$ cat src/hw/rtl/tbop_pkg.sv
package tbop_pkg;

    localparam int NUM_TIMERS_DEF  = 16;
    localparam int COUNT_WIDTH_DEF = 32;

    localparam int OP_W     = 2;
    localparam int IDX_W    = 4;
    localparam int VAL_W    = 32;
    localparam int TIU_W    = 5;
    localparam int CMP_W    = 7;
    localparam int S_DATA_W = 72;
    localparam int M_DATA_W = 8;
    localparam int APB_AW   = 3;
    localparam int APB_DW   = 32;

    typedef logic [OP_W-1:0] op_t;

    localparam op_t OP_ARM    = 2'd0;
    localparam op_t OP_DISARM = 2'd1;
    localparam op_t OP_TICK   = 2'd2;

    localparam logic [APB_AW-3:0] REG_TIMERS_IN_USE = '0;

    typedef enum logic [2:0] {
        ST_IDLE  = 3'b001,
        ST_SCAN  = 3'b010,
        ST_FLUSH = 3'b100
    } state_t;

    typedef struct packed {
        logic             hit;
        logic [IDX_W-1:0] idx;
        logic             rearm;
    } expiry_t;

    typedef struct packed {
        logic stall;
        logic done;
    } emit_ctl_t;

endpackage

$ cat src/hw/rtl/tbop_cell.sv
module tbop_cell
    import tbop_pkg::*;
#(
    parameter int COUNT_WIDTH = COUNT_WIDTH_DEF
) (
    input  logic                   aclk,
    input  logic                   aresetn,
    input  logic                   shift_en,
    input  logic [COUNT_WIDTH-1:0] shift_count,
    input  logic [COUNT_WIDTH-1:0] shift_reload,
    input  logic                   wr_en,
    input  logic                   wr_arm,
    input  logic [COUNT_WIDTH-1:0] wr_count,
    input  logic [COUNT_WIDTH-1:0] wr_reload,
    output logic [COUNT_WIDTH-1:0] count,
    output logic [COUNT_WIDTH-1:0] reload
);

    logic [COUNT_WIDTH-1:0] count_reg;
    logic [COUNT_WIDTH-1:0] reload_reg;

    always_ff @(posedge aclk) begin
        if (!aresetn) begin
            count_reg  <= '0;
            reload_reg <= '0;
        end else if (shift_en) begin
            count_reg  <= shift_count;
            reload_reg <= shift_reload;
        end else if (wr_en) begin
            count_reg <= wr_arm ? wr_count : '0;
            if (wr_arm) begin
                reload_reg <= wr_reload;
            end
        end
    end

    assign count  = count_reg;
    assign reload = reload_reg;

endmodule

$ cat src/hw/rtl/tbop_head.sv
module tbop_head
    import tbop_pkg::*;
#(
    parameter int COUNT_WIDTH = COUNT_WIDTH_DEF
) (
    input  logic                   active,
    input  logic [IDX_W-1:0]       timer_idx,
    input  logic [COUNT_WIDTH-1:0] count,
    input  logic [COUNT_WIDTH-1:0] reload,
    output logic [COUNT_WIDTH-1:0] new_count,
    output expiry_t                expiry
);

    logic [COUNT_WIDTH-1:0] dec;
    logic                   armed;

    assign dec   = count - COUNT_WIDTH'(1);
    assign armed = active && (count != '0);

    always_comb begin
        new_count    = count;
        expiry.hit   = 1'b0;
        expiry.idx   = timer_idx;
        expiry.rearm = (reload != '0);
        if (armed) begin
            if (dec == '0) begin
                new_count  = reload;
                expiry.hit = 1'b1;
            end else begin
                new_count = dec;
            end
        end
    end

endmodule

$ cat src/hw/rtl/tbop_emit.sv
module tbop_emit
    import tbop_pkg::*;
(
    input  logic                aclk,
    input  logic                aresetn,
    input  logic                scan,
    input  logic                flush,
    input  expiry_t             expiry,
    output emit_ctl_t           ctl,
    output logic                m_tvalid,
    input  logic                m_tready,
    output logic [M_DATA_W-1:0] m_tdata,
    output logic                m_tlast
);

    logic             pend_valid_reg;
    logic [IDX_W-1:0] pend_idx_reg;
    logic             pend_rearm_reg;
    logic             out_valid_reg;
    logic             out_valid_next;
    logic [IDX_W-1:0] out_idx_reg;
    logic             out_rearm_reg;
    logic             out_last_reg;
    logic             out_free;
    logic             load_out;
    logic             take_hit;

    assign out_free  = !out_valid_reg || m_tready;
    assign ctl.stall = scan && expiry.hit && pend_valid_reg && !out_free;
    assign ctl.done  = flush && (!pend_valid_reg || out_free);
    assign take_hit  = scan && expiry.hit && !ctl.stall;
    assign load_out  = pend_valid_reg && out_free && ((scan && expiry.hit) || flush);

    always_comb begin
        out_valid_next = out_valid_reg;
        if (load_out) begin
            out_valid_next = 1'b1;
        end else if (m_tready) begin
            out_valid_next = 1'b0;
        end
    end

    always_ff @(posedge aclk) begin
        if (!aresetn) begin
            pend_valid_reg <= 1'b0;
            out_valid_reg  <= 1'b0;
        end else begin
            out_valid_reg <= out_valid_next;
            if (take_hit) begin
                pend_valid_reg <= 1'b1;
            end else if (flush && out_free) begin
                pend_valid_reg <= 1'b0;
            end
        end
    end

    always_ff @(posedge aclk) begin
        if (take_hit) begin
            pend_idx_reg   <= expiry.idx;
            pend_rearm_reg <= expiry.rearm;
        end
        if (load_out) begin
            out_idx_reg   <= pend_idx_reg;
            out_rearm_reg <= pend_rearm_reg;
            out_last_reg  <= flush;
        end
    end

    assign m_tvalid = out_valid_reg;
    assign m_tdata  = {3'b000, out_rearm_reg, out_idx_reg};
    assign m_tlast  = out_last_reg;

endmodule

$ cat src/hw/rtl/timer_bank_one_shot_periodic.sv
// Channel   Direction  Transaction
// s_axis    in         op, timer_index, timeout_value, reload_value (tdata)
// m_axis    out        expired_timer, rearmed (tdata); last (tlast)
// apb       in/out     timers_in_use register at byte address 0
//
// An arm or disarm transaction is taken whenever the block is idle.
// A tick rotates the ring of NUM_TIMERS cells once past the head unit, one cell a
// cycle while the output does not stall it, then flushes the last pending result.
// A stalled output holds the ring whenever a second expiry finds the result stage full.
// Reset clears every count, interval and the register, and needs no sweep.
module timer_bank_one_shot_periodic
    import tbop_pkg::*;
#(
    parameter int NUM_TIMERS  = NUM_TIMERS_DEF,
    parameter int COUNT_WIDTH = COUNT_WIDTH_DEF
) (
    input  logic                aclk,
    input  logic                aresetn,
    input  logic                s_tvalid,
    output logic                s_tready,
    // op[1:0], timer_index[5:2], timeout_value[37:6], reload_value[69:38], zero[71:70]
    input  logic [S_DATA_W-1:0] s_tdata,
    output logic                m_tvalid,
    input  logic                m_tready,
    // expired_timer[3:0], rearmed[4], zero[7:5]
    output logic [M_DATA_W-1:0] m_tdata,
    output logic                m_tlast,
    input  logic                psel,
    input  logic                penable,
    input  logic                pwrite,
    input  logic [APB_AW-1:0]   paddr,
    input  logic [APB_DW-1:0]   pwdata,
    output logic [APB_DW-1:0]   prdata,
    output logic                pready
);

    localparam int STEP_W = (NUM_TIMERS > 1) ? $clog2(NUM_TIMERS) : 1;

    state_t state_reg;
    state_t state_next;

    logic [STEP_W-1:0] step_reg;
    logic [STEP_W-1:0] step_next;
    logic [TIU_W-1:0]  tiu_reg;

    logic [COUNT_WIDTH-1:0] cnt [NUM_TIMERS];
    logic [COUNT_WIDTH-1:0] rld [NUM_TIMERS];
    logic [COUNT_WIDTH-1:0] head_count;

    op_t              in_op;
    logic [IDX_W-1:0] in_idx;
    logic [COUNT_WIDTH-1:0] in_timeout;
    logic [COUNT_WIDTH-1:0] in_reload;

    logic [CMP_W-1:0] lim;
    logic             accept;
    logic             idx_ok;
    logic             wr_any;
    logic             wr_arm;
    logic             scan;
    logic             flush;
    logic             active;
    logic             shift_en;
    logic             step_last;
    logic             cfg_wr;
    expiry_t          expiry;
    emit_ctl_t        emit_ctl;

    assign in_op      = s_tdata[1:0];
    assign in_idx     = s_tdata[5:2];
    assign in_timeout = COUNT_WIDTH'(s_tdata[37:6]);
    assign in_reload  = COUNT_WIDTH'(s_tdata[69:38]);

    assign lim = (CMP_W'(tiu_reg) > CMP_W'(NUM_TIMERS)) ? CMP_W'(NUM_TIMERS) : CMP_W'(tiu_reg);

    assign s_tready  = (state_reg == ST_IDLE);
    assign accept    = s_tvalid && s_tready;
    assign idx_ok    = CMP_W'(in_idx) < lim;
    assign wr_arm    = (in_op == OP_ARM);
    assign wr_any    = accept && idx_ok && ((in_op == OP_ARM) || (in_op == OP_DISARM));
    assign scan      = (state_reg == ST_SCAN);
    assign flush     = (state_reg == ST_FLUSH);
    assign active    = scan && (CMP_W'(step_reg) < lim);
    assign shift_en  = scan && !emit_ctl.stall;
    assign step_last = (step_reg == STEP_W'(NUM_TIMERS - 1));

    always_comb begin
        state_next = state_reg;
        step_next  = step_reg;
        unique case (state_reg)
            ST_IDLE: begin
                if (accept && (in_op == OP_TICK)) begin
                    state_next = ST_SCAN;
                    step_next  = '0;
                end
            end
            ST_SCAN: begin
                if (!emit_ctl.stall) begin
                    if (step_last) begin
                        state_next = ST_FLUSH;
                    end else begin
                        step_next = step_reg + STEP_W'(1);
                    end
                end
            end
            ST_FLUSH: begin
                if (emit_ctl.done) begin
                    state_next = ST_IDLE;
                end
            end
            default: begin
                state_next = ST_IDLE;
            end
        endcase
    end

    always_ff @(posedge aclk) begin
        if (!aresetn) begin
            state_reg <= ST_IDLE;
            step_reg  <= '0;
            tiu_reg   <= '0;
        end else begin
            state_reg <= state_next;
            step_reg  <= step_next;
            if (cfg_wr) begin
                tiu_reg <= pwdata[TIU_W-1:0];
            end
        end
    end

    assign pready = 1'b1;
    assign cfg_wr = psel && penable && pwrite && pready
                    && (paddr[APB_AW-1:2] == REG_TIMERS_IN_USE);
    assign prdata = (paddr[APB_AW-1:2] == REG_TIMERS_IN_USE) ? APB_DW'(tiu_reg) : '0;

    for (genvar i = 0; i < NUM_TIMERS; i++) begin : g_cell
        logic [COUNT_WIDTH-1:0] sh_count;
        logic [COUNT_WIDTH-1:0] sh_reload;
        logic                   cell_wr;

        if (i == NUM_TIMERS - 1) begin : g_tail
            assign sh_count  = head_count;
            assign sh_reload = rld[0];
        end else begin : g_body
            assign sh_count  = cnt[i+1];
            assign sh_reload = rld[i+1];
        end

        assign cell_wr = wr_any && (CMP_W'(in_idx) == CMP_W'(i));

        tbop_cell #(
            .COUNT_WIDTH (COUNT_WIDTH)
        ) u_cell (
            .aclk         (aclk),
            .aresetn      (aresetn),
            .shift_en     (shift_en),
            .shift_count  (sh_count),
            .shift_reload (sh_reload),
            .wr_en        (cell_wr),
            .wr_arm       (wr_arm),
            .wr_count     (in_timeout),
            .wr_reload    (in_reload),
            .count        (cnt[i]),
            .reload       (rld[i])
        );
    end

    tbop_head #(
        .COUNT_WIDTH (COUNT_WIDTH)
    ) u_head (
        .active    (active),
        .timer_idx (IDX_W'(step_reg)),
        .count     (cnt[0]),
        .reload    (rld[0]),
        .new_count (head_count),
        .expiry    (expiry)
    );

    tbop_emit u_emit (
        .aclk     (aclk),
        .aresetn  (aresetn),
        .scan     (scan),
        .flush    (flush),
        .expiry   (expiry),
        .ctl      (emit_ctl),
        .m_tvalid (m_tvalid),
        .m_tready (m_tready),
        .m_tdata  (m_tdata),
        .m_tlast  (m_tlast)
    );

endmodule

$ cat config.mk
export PLATFORM = sky130hd
export DESIGN_NAME = timer_bank_one_shot_periodic
export DESIGN_NICKNAME = d
export VERILOG_FILES = /design/src/hw/rtl/tbop_pkg.sv /design/src/hw/rtl/tbop_cell.sv /design/src/hw/rtl/tbop_head.sv /design/src/hw/rtl/tbop_emit.sv /design/src/hw/rtl/timer_bank_one_shot_periodic.sv
export SDC_FILE = /design/constraint.sdc
export NUM_CORES = 2
export LEC_CHECK = 0
export ABC_AREA = 1
export BUFFER_PORTS_ARGS = -buffer_cell sky130_fd_sc_hd__buf_2
export CORE_MARGIN = 2
export CORE_UTILIZATION = 35
export CTS_CLUSTER_SIZE = 8
export DETAILED_ROUTE_END_ITERATION = 7
export PLACE_DENSITY = 0.56
export SLEW_MARGIN = 20
export SYNTH_ARGS = -nofsm -noshare
export SYNTH_HDL_FRONTEND = slang
export SYNTH_HIERARCHICAL = 1
export SYNTH_SLANG_ARGS = --single-unit
export TNS_END_PERCENT = 30
$ cat constraint.sdc
create_clock -name aclk -period 6.97 [get_ports aclk]
set_input_delay 0 -clock aclk [delete_from_list [all_inputs] [get_ports aclk]]
set_output_delay 0 -clock aclk [all_outputs]
set_load 0.02 [all_outputs]
Word-level counts from Yosys, hierarchy flattened

Index checks and enable logic that the tools add are counted.

Add/subtract/negate cells: 2
Magnitude comparators: 3
Equal/unequal tests: 26
Muxes and demuxes: 85
Bitwise gates (word level): 1
Reductions and logical operators: 85

Operators with widths:

| kind                    | count |
|---|---|
| $mux W32                | 68 |
| $reduce_bool A32 Y1     | 2 |
| $reduce_bool A2 Y1      | 20 |
| $eq A4 B4 Y1 const B    | 9 |
| $logic_and A1 B1 Y1     | 34 |
| $logic_not A32 Y1       | 1 |
| $reduce_and A2 Y1       | 16 |
| $sub A32 B1 Y32 const B | 1 |
| $eq A4 B3 Y1 const B    | 4 |
| $mux W3                 | 4 |
| $mux W4                 | 3 |
| $lt A4 B5 Y1            | 2 |
| $mux W5                 | 2 |
| $pmux W3 S3             | 1 |
| $eq A4 B2 Y1 const B    | 2 |
| $pmux W4 S2             | 1 |
| $reduce_and A4 Y1       | 2 |
| $mux W1                 | 6 |
| $ne A2 B2 Y1 const B    | 3 |
| $gt A5 B5 Y1 const B    | 1 |
| $add A4 B1 Y4 const B   | 1 |
| $eq A4 B1 Y1 const B    | 1 |
| $logic_not A1 Y1        | 4 |
| $logic_not A4 Y1        | 1 |
| other kinds (9)         | 13 |

Register bits after elaboration: 1049
Input port bits: 114
Output and inout port bits: 44
Logic and storage cells: 244

Depth between registers and ports, before layout

Depth after elaboration: 13
Gate-level depth with buffers: 23
Gate-level depth less buffers: 22

Modules after synthesis

The synthesis kept the hierarchy.

By module, submodules not included:

| module                       | times used | cells an instance | area each (µm²) | sequential area each (µm²) |
|---|---|---|---|---|
| tbop_cell                    | 16         | 518               | 3074.2          | 1281.2 |
| tbop_head                    | 1          | 511               | 2379.8          | 0.0 |
| timer_bank_one_shot_periodic | 1          | 195               | 1232.4          | 240.2 |
| tbop_emit                    | 1          | 39                | 514.2           | 370.4 |

Least setup slack after synthesis

No wires, ideal clock.

Path kind: reg2reg
From: reg tiu_reg[1]
To: reg g_cell[0].u_cell.reload_reg[23]
Setup time: 0.064 ns
Data arrival time: 4.536 ns
Data required time: 6.906 ns
Slack: 2.369 ns
Stages on the path, launching flop included: 21
Buffers on the path: 3
Clock period less this slack: 4.601 ns
Path through: dfxtp_1 > nor3_1 > nand2_1 > nand2_1 > nand2_1 > ha_1 > nand2_1 > nor3_1 > nor3_1 > o21ai_1 > clkbuf_1 > nor2_4 > nand2_2 > nor2_2 > nor2_1 > buf_2 > buf_2 > nand2_1 > nand2_1 > nor2_1 > nor2_1

RTL lines:

| item                   | line                                | source |
|---|---|---|
| start, declared        | timer_bank_one_shot_periodic.sv:44  | `logic [TIU_W-1:0] tiu_reg;` |
| start signal, assigned | timer_bank_one_shot_periodic.sv:126 | `tiu_reg <= pwdata[TIU_W-1:0];` |
| end signal, assigned   | tbop_cell.sv:28                     | `reload_reg <= shift_reload;` |
| end signal, assigned   | tbop_cell.sv:32                     | `reload_reg <= wr_reload;` |
| end, declared          | tbop_cell.sv:20                     | `logic [COUNT_WIDTH-1:0] reload_reg;` |

==> qor.csv <==
stage,metric,value,unit
yosys,share of flip-flops with an asynchronous set or reset,0,%
critical_path,worst endpoint required time,7.68,ns
yosys,syn avg cell area,5.90,µm²
critical_path,element type at the critical path end,flop,
sta,fin crit share,77.1,%
floorplan,Die W,394,µm
min_path,HP Class,input pin to flop,
pwr,"Power, Total",16800,µW
sta,Tightest Pin Transition,1.13,ns
route,DR pass1 iterations,8,
route,post-detailed-route DRC marker count,0,
yosys,yosys warns,6,
pwr,P_leak,0.0280,µW
yosys,register area share after synthesis,39.6,%
cells_and_area,Storage cell area,21100,µm²
clock_network,clock slew at reported path FFs,0.05,ns
cells_and_area,fin cells,11000,
floorplan,die area,155000,µm²
placement,Placed Cells,10700,
critical_path,RR Endpoint,g_cell[11].u_cell/reload[29]$_SDFFE_PN0P_,
yosys,Synth area leader,dfxtp_1,
run,total of max-cap violations,0,
critical_path,worst r2r src,g_cell[0].u_cell/count[0]$_SDFFE_PN0P_,
critical_path,"Slowest-stage cell, CP",inv_2,
route,Starting DRT DRC Count,4364,
sta,"Slew Viols, Final",0,
route,routed wire length,187,mm
critical_path,CP peak stage delay,0.65,ns
clock_network,post-CTS sizing,0,
yosys,Commonest cells post-synth,"nand2_1 (3813), nor2_1 (2693), dfxtp_1 (1038)",
placement,global placement routability congestion,0.884,
clock_network,CTS Root Cell,clkbuf_16,
route,via/cell ratio,4.93,
clock_network,cts bufs inserted,150,
placement,Final HPWL DP,117,mm
yosys,Synth Instances,9033,
yosys,Mapped Area,53300,µm²
run_status,outcome,"complete, no violations",
cells_and_area,Multi-input gate area,29000,µm²
clock_network,CTS tree,yes,
floorplan,Initial Util,35.2,%
critical_path,startpoint types,flop,
critical_path,CP arrival,6.08,ns
critical_path,cells on worst reg2reg path,21,
cells_and_area,layout cells sized above 1,5.63,%
critical_path,R2R setup slack,1.59,ns
route,DRT antenna net count,0,
floorplan,core box area,152000,µm²
cells_and_area,Final nets,9055,
placement,Port Buffer Count,95,
sta,Final Setup Violations,0,
floorplan,die height,394,µm
sta,setup_tns,0,ns
floorplan,row cnt,143,
cells_and_area,P&R area growth vs syn,11.6,%
global_route,pin count of the biggest net entering global routing,258,
cells_and_area,post-route cell area,59500,µm²
sta,minimum clock period after layout,5.38,ns
yosys,share of the synthesized area in the top cell type,39.0,%
yosys,Most used DFF post-synth,dfxtp_1,
yosys,Cell variety after synth,32,
cells_and_area,fill cell instance count of the final layout,16500,
sta,RSZ-0062 raised after global routing,no,
pwr,P per Cell Area,282,nW/µm²
critical_path,crit path from,g_cell[0].u_cell/count[0]$_SDFFE_PN0P_,
critical_path,critical path peak fanout,38,
floorplan,Ports,158,
global_route,GRT overflow,0,
placement,Area after DPL,54400,µm²
clock_network,clk buf depth,3,
clock_network,Clock Latency Late Sink,0.80,ns
yosys,most common cell in the netlist,nand2_1,
yosys,Synth Register Bits,1049,
clock_network,htree depth,4,
clock_network,clock sink count,1049,
sta,Setup Skew,0.0486,ns
sta,Slew headroom,24.8,%
yosys,number of flops mapped to enable cells by yosys,11,
global_route,first-pass GRT wire length,291,mm
sta,Peak Freq,186,MHz
pwr,worst vdd ir,0.000246,V
yosys,synth top area cells,"dfxtp_1 (39%), nand2_1 (27%), nor2_1 (19%)",
route,vias,54100,
global_route,vias in the first global route,50400,
critical_path,critical path's most frequent cell,nor2_1,
sta,"Hold Vio Cnt, Final",0,
cells_and_area,ant diodes,0,
global_route,gr usage total,23.4,%
critical_path,critical-path cell list,inv_1 > ha_1 > inv_1 > nor2_1 > nand3_1 > o21ai_0 > nand2_1 > inv_1 > nand3_1 > nor2_1 > nand3_2 > nor2_4 > nand2_2 > nor2_2 > nor2_4 > buf_12 > inv_2 > nand2_2 > inv_2 > nor2_1 > nor2_1,
cells_and_area,Final Util,39.2,%
global_route,initial antenna violation count,0,
critical_path,Setup crit end,g_cell[11].u_cell/reload[29]$_SDFFE_PN0P_,
critical_path,CP Class,flop to flop,
route,DR WL/cell,17.0,µm
[what timing repair did]
item	4_1_cts	5_1_grt
hold buffers	86	0
hold endpoints to repair	1049	0
setup buffers	0	0
[critical path: cells and delay by family, from the launching register on]
family          cells  cell delay, ns
compound gates      1            0.18
fa+ha+maj           1            0.31
buf+inv             6            1.84
flops               1            0.36
simple gates       13            2.51
[layout make-up]
type	count	share of cell area, %
Clock buffer	158	6.46
Clock inverter	16	0.555
Timing Repair Buffer	265	3.45
Multi-Input combinational cell	7303	48.7
Sequential cell	1049	35.5
Tap cell	2030	4.27
Inverter	162	1.02
[cell families after synthesis]
logic type	Yosys count	share of synthesized area, %
AND/OR/NAND/NOR	6702	48.4
flip-flops	1049	39.6
buffers and inverters	709	6.46
AO/OA/AOI/OAI	552	5.19
adder cells (fa/ha/maj)	10	0.235
XOR/XNOR	8	0.131
other	3	0.0211
[worst min-delay path by stage]
stage | startpoint | cells past startpoint | to | slack, ns
after floorplan | paddr[2] | 1 | prdata[0] | 0.08
after global placement | pwdata[0] | 3 | tiu_reg[0]$_SDFFE_PN0P_ | 0.29
after detailed placement | pwdata[0] | 3 | tiu_reg[0]$_SDFFE_PN0P_ | 0.29
after CTS | m_tready | 7 | u_emit/m_tvalid$_SDFFE_PN0P_ | 0.18
after global routing | m_tready | 7 | u_emit/m_tvalid$_SDFFE_PN0P_ | 0.26
final | m_tready | 7 | u_emit/pend_valid_reg$_SDFFE_PN0P_ | 0.23
[placed cells by master, fill, tap and decap left out, types with 4 or more instances in the layout]
cell	n
o21ai_0	379
inv_1	116
nand3b_1	4
conb_1	31
nor3_1	8
ha_1	10
a21oi_1	18
nor2_4	11
nor2_2	37
clkbuf_16	151
buf_2	94
nand2_1	3813
clkbuf_8	4
nand4_1	41
nand2_2	25
nand3_2	4
nand2_4	20
inv_2	43
clkinv_16	7
nor3_2	8
dfxtp_1	1038
nor2_1	2667
buf_12	6
edfxtp_1	11
xor2_1	6
nor4_1	7
o21ai_1	153
buf_4	78
nand3_1	51
dlygate4sd3_1	86
[metal layers]
layer | part of all wire (%) | global-route usage [%] | vias up
li1 | - | - | 27100
met1 | 45 | 30.6 | 25300
met2 | 47 | 39.2 | 1420
met3 | 4.7 | 2.70 | 328
met4 | 3.8 | 9.26 | 0
met5 | 0 | 0 | -
[power breakdown]
group          total, µW  internal, µW  leakage [µW]  switching [µW]
combinational       3210           771        0.0175            2440
clock               6710          3910       0.00203            2800
sequential          6860          6560       0.00848             299
[through the flow]
step | hold WS [ns] | worst slack, ns
after global routing | 0.257 | 1.15
after detailed placement | 0.293 | 1.64
after global placement | 0.289 | 1.76
after CTS | 0.181 | 1.61
final | 0.226 | 1.59
after floorplan | 0.0798 | 2.37
No activity file was read; power rests on OpenSTA's default activity.
